===== config.mk =====
export PLATFORM = sky130hd
export DESIGN_NAME = tier0_message_decoder
export DESIGN_NICKNAME = d
export VERILOG_FILES = /design/src/sv/t0md_pkg.sv /design/src/sv/t0md_fifo.sv /design/src/sv/t0md_front.sv /design/src/sv/t0md_back.sv /design/src/sv/tier0_message_decoder.sv
export SDC_FILE = /design/constraint.sdc
export NUM_CORES = 1
export LEC_CHECK = 0
export BUFFER_PORTS_ARGS = -buffer_cell sky130_fd_sc_hd__buf_2
export CORE_AREA = 2 2 342 344
export DETAILED_ROUTE_END_ITERATION = 16
export DIE_AREA = 0 0 344 346
export PLACE_DENSITY = 0.56
export SYNTH_ARGS = -nofsm -noshare
export SYNTH_HDL_FRONTEND = slang
export SYNTH_HIERARCHICAL = 1
export SYNTH_SLANG_ARGS = --single-unit

===== constraint.sdc =====
create_clock -name clock -period 23.5 [get_ports clock]
set_input_delay 3.525 -clock clock [delete_from_list [all_inputs] [get_ports clock]]
set_output_delay 3.525 -clock clock [all_outputs]
set_load 0.03 [all_outputs]

===== src/sv/t0md_pkg.sv =====
// Shared types, codes and kind tables of the message decoder.
package t0md_pkg;

   localparam int MsgBytes = 17;
   localparam int MsgBits  = 8 * MsgBytes;

   typedef enum logic [1:0] {
      StOk       = 2'd0,
      StTrunc    = 2'd1,
      StUnsup    = 2'd2,
      StNoncanon = 2'd3
   } status_type;

   typedef logic [2:0] kind_type;

   localparam kind_type KindPresence  = 3'd0;
   localparam kind_type KindHazard    = 3'd1;
   localparam kind_type KindRequest   = 3'd2;
   localparam kind_type KindAuthority = 3'd3;
   localparam kind_type KindDegraded  = 3'd4;
   localparam kind_type KindOffer     = 3'd5;
   localparam kind_type KindAccept    = 3'd6;

   localparam logic CsrExpectedMajor  = 1'b0;
   localparam logic CsrAllowExtension = 1'b1;

   typedef struct packed {
      status_type         status;
      kind_type           kind;
      logic [1:0]         prio;
      logic [4:0]         len;
      logic [MsgBits-1:0] msg;
   } entry_type;

   typedef struct packed {
      logic     found;
      kind_type kind;
   } lookup_type;

   function automatic lookup_type kind_lookup(input logic [3:0] cat, input logic [4:0] op);
      lookup_type r;
      r.found = 1'b1;
      r.kind  = KindPresence;
      unique case ({cat, op})
         {4'd0, 5'd0}: r.kind = KindPresence;
         {4'd3, 5'd1}: r.kind = KindHazard;
         {4'd5, 5'd1}: r.kind = KindRequest;
         {4'd1, 5'd1}: r.kind = KindAuthority;
         {4'd6, 5'd1}: r.kind = KindDegraded;
         {4'd8, 5'd0}: r.kind = KindOffer;
         {4'd8, 5'd1}: r.kind = KindAccept;
         default:      r.found = 1'b0;
      endcase
      return r;
   endfunction

   function automatic logic [4:0] kind_length(input kind_type k);
      logic [4:0] r;
      unique case (k)
         KindPresence:  r = 5'd11;
         KindHazard:    r = 5'd15;
         KindRequest:   r = 5'd17;
         KindAuthority: r = 5'd14;
         KindDegraded:  r = 5'd10;
         KindOffer:     r = 5'd17;
         default:       r = 5'd16;
      endcase
      return r;
   endfunction

   // Number of body fields; the source reference comes on top.
   function automatic logic [3:0] kind_fields(input kind_type k);
      logic [3:0] r;
      unique case (k)
         KindPresence:  r = 4'd3;
         KindHazard:    r = 4'd8;
         KindRequest:   r = 4'd6;
         KindOffer:     r = 4'd5;
         default:       r = 4'd4;
      endcase
      return r;
   endfunction

   // Padding bits all sit in the low end of the final byte.
   function automatic logic [7:0] pad_mask(input kind_type k);
      logic [7:0] r;
      unique case (k)
         KindHazard:    r = 8'h03;
         KindRequest:   r = 8'h3f;
         KindAuthority: r = 8'h3f;
         KindDegraded:  r = 8'h3f;
         default:       r = 8'h00;
      endcase
      return r;
   endfunction

   // Byte 0 occupies the top bits of msg, MSB first.
   function automatic logic [31:0] field_value(input kind_type k, input logic [3:0] idx,
                                               input logic [MsgBits-1:0] msg);
      logic [31:0] r;
      r = 32'd0;
      if (idx == 4'd0) begin
         r = msg[119:88];
      end else begin
         unique case (k)
            KindPresence: begin
               case (idx)
                  4'd1:    r = 32'(msg[87:80]);
                  4'd2:    r = 32'(msg[79:56]);
                  4'd3:    r = 32'(msg[55:48]);
                  default: r = 32'd0;
               endcase
            end
            KindHazard: begin
               case (idx)
                  4'd1:    r = 32'(msg[87:80]);
                  4'd2:    r = 32'(msg[79:77]);
                  4'd3:    r = 32'(msg[76:70]);
                  4'd4:    r = {{20{msg[69]}}, msg[69:58]};
                  4'd5:    r = {{20{msg[57]}}, msg[57:46]};
                  4'd6:    r = {{22{msg[45]}}, msg[45:36]};
                  4'd7:    r = 32'(msg[35:26]);
                  4'd8:    r = 32'(msg[25:18]);
                  default: r = 32'd0;
               endcase
            end
            KindRequest: begin
               case (idx)
                  4'd1:    r = 32'(msg[87:80]);
                  4'd2:    r = msg[79:48];
                  4'd3:    r = {{20{msg[47]}}, msg[47:36]};
                  4'd4:    r = {{20{msg[35]}}, msg[35:24]};
                  4'd5:    r = 32'(msg[23:14]);
                  4'd6:    r = 32'(msg[13:6]);
                  default: r = 32'd0;
               endcase
            end
            KindAuthority: begin
               case (idx)
                  4'd1:    r = 32'(msg[87:82]);
                  4'd2:    r = 32'(msg[81:70]);
                  4'd3:    r = msg[69:38];
                  4'd4:    r = 32'(msg[37:30]);
                  default: r = 32'd0;
               endcase
            end
            KindDegraded: begin
               case (idx)
                  4'd1:    r = 32'(msg[87:80]);
                  4'd2:    r = 32'(msg[79:73]);
                  4'd3:    r = 32'(msg[72:70]);
                  4'd4:    r = 32'(msg[69:62]);
                  default: r = 32'd0;
               endcase
            end
            default: begin
               case (idx)
                  4'd1:    r = msg[87:56];
                  4'd2:    r = 32'(msg[55:48]);
                  4'd3:    r = 32'(msg[47:40]);
                  4'd4:    r = msg[39:8];
                  4'd5:    r = 32'(msg[7:0]);
                  default: r = 32'd0;
               endcase
            end
         endcase
      end
      return r;
   endfunction

endpackage


===== src/sv/t0md_fifo.sv =====
// Short queue of classified messages between the front and back parts.
module t0md_fifo (
   input  logic                clock,
   input  logic                reset,
   input  logic                push,
   input  t0md_pkg::entry_type push_entry,
   input  logic                pop,
   output t0md_pkg::entry_type head,
   output logic                empty,
   output logic                full
);
   localparam int Depth = 4;

   t0md_pkg::entry_type mem_ff [Depth];
   logic [1:0] wr_ptr_ff, wr_ptr_in;
   logic [1:0] rd_ptr_ff, rd_ptr_in;
   logic [2:0] cnt_ff, cnt_in;

   assign empty = (cnt_ff == 3'd0);
   assign full  = (cnt_ff == 3'(Depth));
   assign head  = mem_ff[rd_ptr_ff];

   always_comb begin
      wr_ptr_in = wr_ptr_ff + 2'(push);
      rd_ptr_in = rd_ptr_ff + 2'(pop);
      cnt_in    = cnt_ff + 3'(push) - 3'(pop);
   end

   always_ff @(posedge clock) begin
      if (push) begin
         mem_ff[wr_ptr_ff] <= push_entry;
      end
   end

   always_ff @(posedge clock) begin
      if (reset) begin
         wr_ptr_ff <= '0;
         rd_ptr_ff <= '0;
         cnt_ff    <= '0;
      end else begin
         wr_ptr_ff <= wr_ptr_in;
         rd_ptr_ff <= rd_ptr_in;
         cnt_ff    <= cnt_in;
      end
   end
endmodule


===== src/sv/t0md_front.sv =====
// Front part: stores bytes, checks the header and padding, queues one entry per message.
module t0md_front (
   input  logic                clock,
   input  logic                reset,
   input  logic                accept,
   input  logic [7:0]          data_byte,
   input  logic                frame_end,
   input  logic [3:0]          expected_major,
   input  logic                allow_extension,
   output logic                push,
   output t0md_pkg::entry_type push_entry
);
   logic [7:0] msg_ff [t0md_pkg::MsgBytes];
   logic [4:0] count_ff, count_in;
   logic [2:0] kind_ff, kind_in;
   logic [4:0] len_ff, len_in;
   logic [1:0] prio_ff, prio_in;
   logic       discard_ff, discard_in;
   logic [4:0] count_next;
   logic [t0md_pkg::MsgBits-1:0] snap;
   t0md_pkg::lookup_type look;

   assign count_next = count_ff + 5'd1;

   always_comb begin
      for (int i = 0; i < t0md_pkg::MsgBytes; i++) begin
         snap[t0md_pkg::MsgBits-1-8*i -: 8] =
            (count_ff == 5'(i)) ? data_byte : msg_ff[i];
      end
   end

   assign look = t0md_pkg::kind_lookup(msg_ff[0][3:0], data_byte[7:3]);

   always_comb begin
      count_in   = count_ff;
      kind_in    = kind_ff;
      len_in     = len_ff;
      prio_in    = prio_ff;
      discard_in = discard_ff;
      push       = 1'b0;
      push_entry.status = t0md_pkg::StTrunc;
      push_entry.kind   = kind_ff;
      push_entry.prio   = prio_ff;
      push_entry.len    = len_ff;
      push_entry.msg    = snap;
      if (accept) begin
         if (discard_ff) begin
            // drop trailing bytes up to the frame end
            if (frame_end) begin
               discard_in = 1'b0;
               count_in   = 5'd0;
            end
         end else if (count_ff == 5'd0) begin
            count_in = frame_end ? 5'd0 : 5'd1;
            if (frame_end) begin
               push = 1'b1;
               push_entry.kind = t0md_pkg::KindPresence;
               push_entry.prio = 2'd0;
            end
         end else if (count_ff == 5'd1) begin
            prio_in         = data_byte[2:1];
            push_entry.prio = data_byte[2:1];
            if ((data_byte[0] && !allow_extension) ||
                (msg_ff[0][7:4] != expected_major) || !look.found) begin
               push = 1'b1;
               push_entry.status = t0md_pkg::StUnsup;
               push_entry.kind   = t0md_pkg::KindPresence;
               count_in   = frame_end ? 5'd0 : 5'd2;
               discard_in = !frame_end;
            end else begin
               kind_in = look.kind;
               len_in  = t0md_pkg::kind_length(look.kind);
               push_entry.kind = look.kind;
               push = frame_end;
               count_in = frame_end ? 5'd0 : 5'd2;
            end
         end else if (count_next < len_ff) begin
            push     = frame_end;
            count_in = frame_end ? 5'd0 : count_next;
         end else begin
            // full message: check padding, then hand over
            push = 1'b1;
            push_entry.status = ((data_byte & t0md_pkg::pad_mask(kind_ff)) != 8'd0)
                                ? t0md_pkg::StNoncanon : t0md_pkg::StOk;
            count_in   = frame_end ? 5'd0 : count_next;
            discard_in = !frame_end;
         end
      end
   end

   always_ff @(posedge clock) begin
      if (accept && !discard_ff && count_ff < 5'(t0md_pkg::MsgBytes)) begin
         msg_ff[count_ff] <= data_byte;
      end
   end

   always_ff @(posedge clock) begin
      if (reset) begin
         count_ff   <= '0;
         kind_ff    <= '0;
         len_ff     <= '0;
         prio_ff    <= '0;
         discard_ff <= 1'b0;
      end else begin
         count_ff   <= count_in;
         kind_ff    <= kind_in;
         len_ff     <= len_in;
         prio_ff    <= prio_in;
         discard_ff <= discard_in;
      end
   end
endmodule


===== src/sv/t0md_back.sv =====
// Back part: walks the fields of the queued message into the result register.
module t0md_back (
   input  logic                clock,
   input  logic                reset,
   input  t0md_pkg::entry_type head,
   input  logic                empty,
   output logic                pop,
   input  logic                rsp_tready,
   output logic                rsp_tvalid,
   output logic [47:0]         rsp_tdata,
   output logic                rsp_tlast
);
   logic [3:0]  idx_ff, idx_in;
   logic        valid_ff, valid_in;
   logic [1:0]  status_ff, status_in;
   logic [2:0]  kind_ff, kind_in;
   logic [1:0]  prio_ff, prio_in;
   logic [3:0]  fnum_ff, fnum_in;
   logic [31:0] value_ff, value_in;
   logic [4:0]  cons_ff, cons_in;
   logic        last_ff, last_in;
   logic        advance, is_ok;
   logic [3:0]  nfields;

   assign is_ok   = (head.status == t0md_pkg::StOk);
   assign nfields = is_ok ? t0md_pkg::kind_fields(head.kind) : 4'd0;
   assign advance = !empty && (!valid_ff || rsp_tready);
   assign pop     = advance && (idx_ff == nfields);

   always_comb begin
      idx_in    = idx_ff;
      valid_in  = valid_ff && !rsp_tready;
      status_in = status_ff;
      kind_in   = kind_ff;
      prio_in   = prio_ff;
      fnum_in   = fnum_ff;
      value_in  = value_ff;
      cons_in   = cons_ff;
      last_in   = last_ff;
      if (advance) begin
         valid_in  = 1'b1;
         status_in = head.status;
         kind_in   = head.kind;
         prio_in   = head.prio;
         fnum_in   = idx_ff;
         value_in  = is_ok ? t0md_pkg::field_value(head.kind, idx_ff, head.msg) : 32'd0;
         cons_in   = is_ok ? head.len : 5'd0;
         last_in   = pop;
         idx_in    = pop ? 4'd0 : idx_ff + 4'd1;
      end
   end

   always_ff @(posedge clock) begin
      status_ff <= status_in;
      kind_ff   <= kind_in;
      prio_ff   <= prio_in;
      fnum_ff   <= fnum_in;
      value_ff  <= value_in;
      cons_ff   <= cons_in;
      last_ff   <= last_in;
   end

   always_ff @(posedge clock) begin
      if (reset) begin
         idx_ff   <= '0;
         valid_ff <= 1'b0;
      end else begin
         idx_ff   <= idx_in;
         valid_ff <= valid_in;
      end
   end

   assign rsp_tvalid = valid_ff;
   assign rsp_tdata  = {cons_ff, value_ff, fnum_ff, prio_ff, kind_ff, status_ff};
   assign rsp_tlast  = last_ff;
endmodule


===== src/sv/tier0_message_decoder.sv =====
// Top level of the framed message decoder.
//
// Input channel req_: one message byte per word, req_tlast marks the frame's last byte.
// Result channel rsp_: one word per decoded field, or a single error word per
// message; rsp_tlast marks the final word of a message.
// csr_: write expected major version (index 0) and extension allow (index 1)
// while the block is idle.
// Throughput: one byte per cycle while the queue is not full. The front stores
// bytes, checks the header at byte 1 and the padding at the final byte, and pushes
// one entry per message into a four-deep queue. The back emits one field per
// cycle from the queue head unless rsp_tready stalls it. The byte that completes
// a message (or raises the error) queues its entry, then the result register takes it.
// The back holds a queue entry until its last word is out, so req_tready drops
// whenever the queue is full: when rsp_tready is held low, or when short error
// frames keep arriving while a nine-word message is still being emitted.
// Reset clears the byte count, discard flag, queue and result valid flag, and
// sets both configuration registers to zero.
// When the receiver stalls, the result word holds and the queue fills.
module tier0_message_decoder (
   input  logic        clock,
   input  logic        reset,
   input  logic        req_tvalid,
   output logic        req_tready,
   input  logic [7:0]  req_tdata,   // [7:0] data_byte
   input  logic        req_tlast,
   output logic        rsp_tvalid,
   input  logic        rsp_tready,
   output logic [47:0] rsp_tdata,   // status, kind, priority_res, field_number,
                                    // field_value, consumed_bytes from bit 0 up
   output logic        rsp_tlast,
   input  logic        csr_we,
   input  logic        csr_addr,
   input  logic [3:0]  csr_wdata
);
   logic [3:0] major_ff;
   logic       allow_ext_ff;
   logic       accept, push, pop, empty, full;
   t0md_pkg::entry_type push_entry, head;

   // hold configuration until rewritten
   always_ff @(posedge clock) begin
      if (reset) begin
         major_ff     <= '0;
         allow_ext_ff <= 1'b0;
      end else if (csr_we) begin
         unique case (csr_addr)
            t0md_pkg::CsrExpectedMajor:  major_ff     <= csr_wdata;
            t0md_pkg::CsrAllowExtension: allow_ext_ff <= csr_wdata[0];
            default: ;
         endcase
      end
   end

   assign req_tready = !full;
   assign accept     = req_tvalid && req_tready;

   t0md_front u_front (
      .clock           (clock),
      .reset           (reset),
      .accept          (accept),
      .data_byte       (req_tdata),
      .frame_end       (req_tlast),
      .expected_major  (major_ff),
      .allow_extension (allow_ext_ff),
      .push            (push),
      .push_entry      (push_entry)
   );

   t0md_fifo u_fifo (
      .clock      (clock),
      .reset      (reset),
      .push       (push),
      .push_entry (push_entry),
      .pop        (pop),
      .head       (head),
      .empty      (empty),
      .full       (full)
   );

   t0md_back u_back (
      .clock      (clock),
      .reset      (reset),
      .head       (head),
      .empty      (empty),
      .pop        (pop),
      .rsp_tready (rsp_tready),
      .rsp_tvalid (rsp_tvalid),
      .rsp_tdata  (rsp_tdata),
      .rsp_tlast  (rsp_tlast)
   );
endmodule


==> impl_metrics.csv, run 1 <==
group,metric,value,unit
clock_network,cts_buffers,74,
power,power_leakage,0.0109,uW
outcome,outcome,"finished, final reports clean",
synth,synth_nets,1867,
global_routing,antenna_found_initial,2,
critical_path,critPathArrivalTime,7.95,ns
detailed_routing,routedWlPerCell,26.3,um
clock_network,tritoncts,"done",
min_path,worstHoldPathCells,2,
finish,antennaDiodeCount,0,
global_routing,grt_max_degree,133,
critical_path,critical-path-slowest-cell,"buf_4",
critical_path,cp_top_family,"buffers and inverters",
critical_path,cp-end-kind,"flip-flop",
placed_design,io_buffers,69,
critical_path,crit_chain,"buf_2 > buf_4 > or4_1 > nor2_1 > and4_1 > and2_1 > o31ai_1 > and3b_4 > buf_4 > buf_4",
critical_path,rrSetupSlack,18.04,ns
floorplan,row_count,125,
critical_path,reg2reg_depth,9,
clock_network,ctsHtreeMaxLevel,3,
sta,max-slew-margin-rel,0.190,
synth,syn_area,0.0317,mm2
critical_path,cp_num_buf_inv,4,
clock_network,cts_resized,0,
sta,clock_skew,0.0245,ns
global_routing,grt_pass1_wl,131000,um
sta,period_share,0.329,
clock_network,cts_hold_buf,0,
finish,drive_above_1_share,0.270,
sta,min_period,7.73,ns
detailed_routing,post_drt_via_cell_ratio,5.21,
sta,tightest_slew,1.21,ns
clock_network,clockRootBuffer,"clkbuf_16",
placed_design,gp_congestion,0.915,
critical_path,start_kind,"input pin",
detailed_routing,drtIter0Drc,2146,
synth,avgSynthCellArea,17.3,um2
detailed_routing,drc_errors,0,
critical_path,max_stage_delay,0.85,ns
critical_path,path_class,"input pin to flip-flop",
sta,finalSetupTns,0,ns
global_routing,grt_use_total,0.150,
clock_network,clk_latency,0.62,ns
finish,syn2layout_area_growth,13.4,%
critical_path,reg2reg_from,"u_fifo/rd_ptr_ff[0]",
global_routing,grt.overflow.total,0,
finish,multi_input_area,0.00899,mm2
clock_network,clkSlewWorstSetupHoldPaths,0.06,ns
min_path,hp-class,"flip-flop to flip-flop",
critical_path,critPathMaxFanout,64,
min_path,min_to,"u_front/discard_ff",
critical_path,crit_cells,10,
min_path,hp-start,"u_front/discard_ff",
floorplan,ioPinCount,70,
finish,regArea,0.0218,mm2
sta,drv_slew,0,
finish,final_cells,3452,
placed_design,hpwl,59200,um
synth,synthCells,1830,
finish,num-fill-cells,11200,
sta,fmax,129,MHz
sta,whs,0.494,ns
floorplan,core,0.115,mm2
floorplan,dieHeight,346,um
clock_network,cts_sinks,737,
critical_path,cp_common_cell,"buf_4",
detailed_routing,vias,18000,
detailed_routing,firstDrtPassIters,7,
floorplan,die_x,344,um
floorplan,dieArea,0.119,mm2
power,power_density,104,mW/mm2
critical_path,regToRegEndpoint,"u_back/value_ff[16]",
clock_network,cts_setup_buffers,0,
finish,fin_nets,1910,
detailed_routing,finalWirelength,90700,um
sta,hold_viol_final,0,
critical_path,critical_path_required,23.72,ns
flow_run,maxCapViolCount,0,
placed_design,numPlacedInstances,3321,
detailed_routing,ant_nets,0,
sta,rsz0062_at_grt,"false",
global_routing,grt_pass1_vias,18000,
clock_network,cts_buffer_depth,3,
floorplan,initial_core_util,0.275,
synth,yosys_warnings,6,
sta,setup_viol,0,
power,ir_worst_vdd,55.8,uV
[layer usage]
metal	global-route usage	wire length, um	up-vias
met3	0.0233	5770	188
met2	0.241	43100	761
met4	0.0579	3290	0
met1	0.204	38600	9385
met5	0	0	-
li1	-	-	7637
[worst max-delay path by stage]
stage	slack, ns	endpoint	from
detailed placement	14.96	u_fifo/mem_ff[1][119]	req_tdata[7]
CTS	15.63	u_fifo/mem_ff[1][47]	req_tdata[7]
global route	15.40	u_fifo/mem_ff[1][47]	req_tdata[7]
floorplan	8.18	u_fifo/mem_ff[0][0]	req_tdata[7]
global placement	15.06	u_fifo/mem_ff[1][111]	req_tdata[7]
finish	15.77	u_fifo/mem_ff[1][47]	req_tdata[7]
[placed cells by master, fill, tap and decap left out, drive strengths merged, types with 13 or more instances in the layout]
| master | n |
|---|---|
| clkinv | 25 |
| inv | 28 |
| a31oi | 13 |
| a32oi | 16 |
| a221oi | 23 |
| edfxtp | 705 |
| a22oi | 55 |
| o221ai | 13 |
| dfxtp | 32 |
| a22o | 15 |
| a222oi | 16 |
| ha | 17 |
| buf | 105 |
| a21oi | 74 |
| nand2 | 80 |
| o221a | 13 |
| nor2 | 48 |
| nand3 | 18 |
| nand2b | 16 |
| clkbuf | 90 |
| mux4 | 132 |
| o21ai | 57 |
| mux2 | 124 |
| nor3 | 25 |
[power breakdown]
group / switching [uW] / leakage (uW) / total [uW] / internal [uW]
Sequential: 56.8 / 0.00672 / 1620 / 1560
Combinational: 632 / 0.00297 / 920 / 288
Clock: 491 / 0.00120 / 1200 / 711
Total: 1180 / 0.0109 / 3740 / 2560
[worst min-delay path: stages, from the launching register on]
cell and delay [ns]:
dfxtp_1 0.33, nand2_1 0.06, o31ai_1 0.06
[flip-flops by register name, summed over array words and instances (netlist names), 5 cells and up]
name,cells
u_fifo/mem_ff,528
u_front/msg_ff,128
u_back/value_ff,32
u_back/cons_ff,5
u_front/count_ff,5
[area by class of cell]
| class | instances | share of cell area |
|---|---|---|
| inverter | 25 | 0.00261 |
| sequential | 737 | 0.607 |
| multi-input combinational | 930 | 0.250 |
| clock inverter | 41 | 0.0138 |
| tap | 1524 | 0.0531 |
| timing repair buffer | 105 | 0.0178 |
| clock buffer | 90 | 0.0550 |
[metrics by stage]
stage	util	total power [uW]	cell area [um2]	setup WS, ns
CTS	0.311	3780	35900	15.63
detailed placement	0.290	2570	33400	14.96
global placement	0.290	2560	33400	15.06
floorplan	-	2250	31700	8.18
finish	0.311	3740	35900	15.77
global route	0.311	3880	35900	15.40
(Power assumes the default switching activity.)
==> run 2, diff against run 1 <==
--- a/config.mk
+++ b/config.mk
@@ -5,11 +5,12 @@
 export SDC_FILE = /design/constraint.sdc
 export NUM_CORES = 1
 export LEC_CHECK = 0
+export ABC_AREA = 1
 export BUFFER_PORTS_ARGS = -buffer_cell sky130_fd_sc_hd__buf_2
-export CORE_AREA = 2 2 342 344
+export CORE_AREA = 2 2 351 353
 export DETAILED_ROUTE_END_ITERATION = 16
-export DIE_AREA = 0 0 344 346
-export PLACE_DENSITY = 0.56
+export DIE_AREA = 0 0 353 355
+export PLACE_DENSITY = 0.57
 export SYNTH_ARGS = -nofsm -noshare
 export SYNTH_HDL_FRONTEND = slang
 export SYNTH_HIERARCHICAL = 1
==> constraint.sdc (replaced) <==
create_clock -name clock -period 6.87 [get_ports clock]
set_input_delay 1.0305 -clock clock [delete_from_list [all_inputs] [get_ports clock]]
set_output_delay 1.0305 -clock clock [all_outputs]
set_load 0.03 [all_outputs]
==> impl_metrics.csv, run 2 <==
group,metric,value,unit
outcome,outcome,"finished, final reports clean",
power,power_leakage,0.0141,uW
clock_network,cts_setup_buffers,0,
synth,yosys_warnings,6,
clock_network,cts_buffers,77,
min_path,hp-class,"flip-flop to flip-flop",
floorplan,core,0.121,mm2
power,clkPwrFrac,0.303,
sta,tightest_slew,1.27,ns
clock_network,clk_latency,0.64,ns
synth,synth_nets,3172,
global_routing,antenna_found_initial,4,
floorplan,dieHeight,355,um
detailed_routing,ant_nets,0,
detailed_routing,finalWirelength,102000,um
sta,hold_viol_final,0,
sta,setup_viol,0,
placed_design,pre_cts_ws,2.21,ns
detailed_routing,routedWlPerCell,21.2,um
synth,syn_area,0.0333,mm2
global_routing,grt_max_degree,230,
critical_path,critPathMaxFanout,56,
floorplan,die_x,353,um
finish,top_regs,"u_fifo/mem_ff x528, u_front/msg_ff x128, u_back/value_ff x32",
global_routing,grt_use_total,0.159,
detailed_routing,drc_errors,0,
sta,fin_ws,2.54,ns
critical_path,rrSetupSlack,2.54,ns
critical_path,critPathArrivalTime,4.61,ns
sta,fmax,231,MHz
clock_network,clockRootBuffer,"clkbuf_16",
sta,clock_skew,0.0232,ns
clock_network,ctsHtreeMaxLevel,3,
power,ir_worst_vdd,251,uV
placed_design,numPlacedInstances,4692,
global_routing,grt_pass1_wl,147000,um
clock_network,cts_sinks,737,
floorplan,ioPinCount,70,
detailed_routing,drtIter0Drc,2851,
detailed_routing,firstDrtPassIters,7,
finish,final_cells,4830,
finish,drive_above_1_share,0.0880,
placed_design,io_buffers,69,
floorplan,initial_core_util,0.275,
power,switching_share,0.368,
power,switchingPower,4890,uW
finish,top_register,"u_fifo/mem_ff",
power,power_density,355,mW/mm2
finish,largest_reg_flops,528,
clock_network,clkSlewWorstSetupHoldPaths,0.06,ns
floorplan,row_count,128,
sta,drv_slew,0,
sta,finalSetupTns,0,ns
clock_network,cts_resized,0,
placed_design,gp_congestion,0.986,
critical_path,cp-end-kind,"flip-flop",
sta,rsz0062_at_grt,"false",
placed_design,hpwl,68800,um
power,internal_power,8410,uW
sta,max-slew-margin-rel,0.144,
power,combPwrFrac,0.277,
detailed_routing,post_drt_via_cell_ratio,4.80,
finish,syn2layout_area_growth,12.3,%
power,design_power_total,13300,uW
finish,final_cell_mix,"713 x nand2_1, 705 x edfxtp_1, 398 x inv_1",
sta,min_period,4.33,ns
global_routing,grt_pass1_vias,20900,
finish,final_common_cell,"nand2_1",
power,seqPwrFrac,0.420,
clock_network,cts_buffer_depth,3,
synth,synthCells,3135,
critical_path,critical_path_required,7.15,ns
global_routing,grt.overflow.total,0,
synth,avgSynthCellArea,10.6,um2
sta,period_share,0.631,
detailed_routing,vias,23200,
critical_path,path_class,"flip-flop to flip-flop",
flow_run,maxCapViolCount,0,
clock_network,tritoncts,"done",
critical_path,start_kind,"flip-flop",
floorplan,dieArea,0.125,mm2
clock_network,cts_hold_buf,0,
finish,fin_nets,3183,
[run 2: cell type report]
class,instances,area (um2)
antenna,1,2.50
fill,12500,84000
timing repair buffer,104,696
tap,1625,2030
inverter,414,1570
sequential,737,21800
multi-input combinational,1812,8910
clock inverter,45,387
clock buffer,92,2030
[run 2: through the flow]
step           cell area (um2)  hold slack, ns  utilization
2_1_floorplan            33300           0.431            -
3_3_place_gp             35000           0.455        0.289
3_5_place_dp             35000           0.462        0.289
4_1_cts                  37400           0.473        0.308
5_1_grt                  37400           0.493        0.308
6_report                 37400           0.470        0.308
[run 2: worst paths after layout]
kind	start	end	depth (start not counted)
max reg2reg	u_front/count_ff[0]	u_fifo/mem_ff[3][48]	17
min	allow_ext_ff	allow_ext_ff	2
max	u_front/count_ff[0]	u_fifo/mem_ff[3][48]	17
min reg2reg	allow_ext_ff	allow_ext_ff	2
[run 2: critical path: stages (launching register included)]
cell and delay (ns):
dfxtp_1 0.51, ha_1 0.30, nand2_1 0.14, nor2_1 0.14
ha_1 0.13, inv_1 0.06, ha_1 0.29, nand2_1 0.06
inv_1 0.05, nand3_1 0.06, a21oi_1 0.12, nor3_1 0.06
nor2_1 0.14, nand3_1 0.12, o21ai_0 0.27, inv_1 0.33
nor3_4 0.71, buf_12 0.36
[run 2: layer usage]
layer  GRT usage  part of all wire
met3      0.0315             0.081
met1       0.239              0.47
met4      0.0400             0.023
met2       0.233              0.43
met5           0           0.00020
[run 2: power by group through the flow]
stage          combinational [uW]  clock, uW  sequential, uW
6_report                     3690       4030            5590
2_1_floorplan                2070          0            5920
5_1_grt                      3950       4290            5630
4_1_cts                      3640       4120            5600
3_3_place_gp                 3630          0            5690
3_5_place_dp                 3630          0            5690
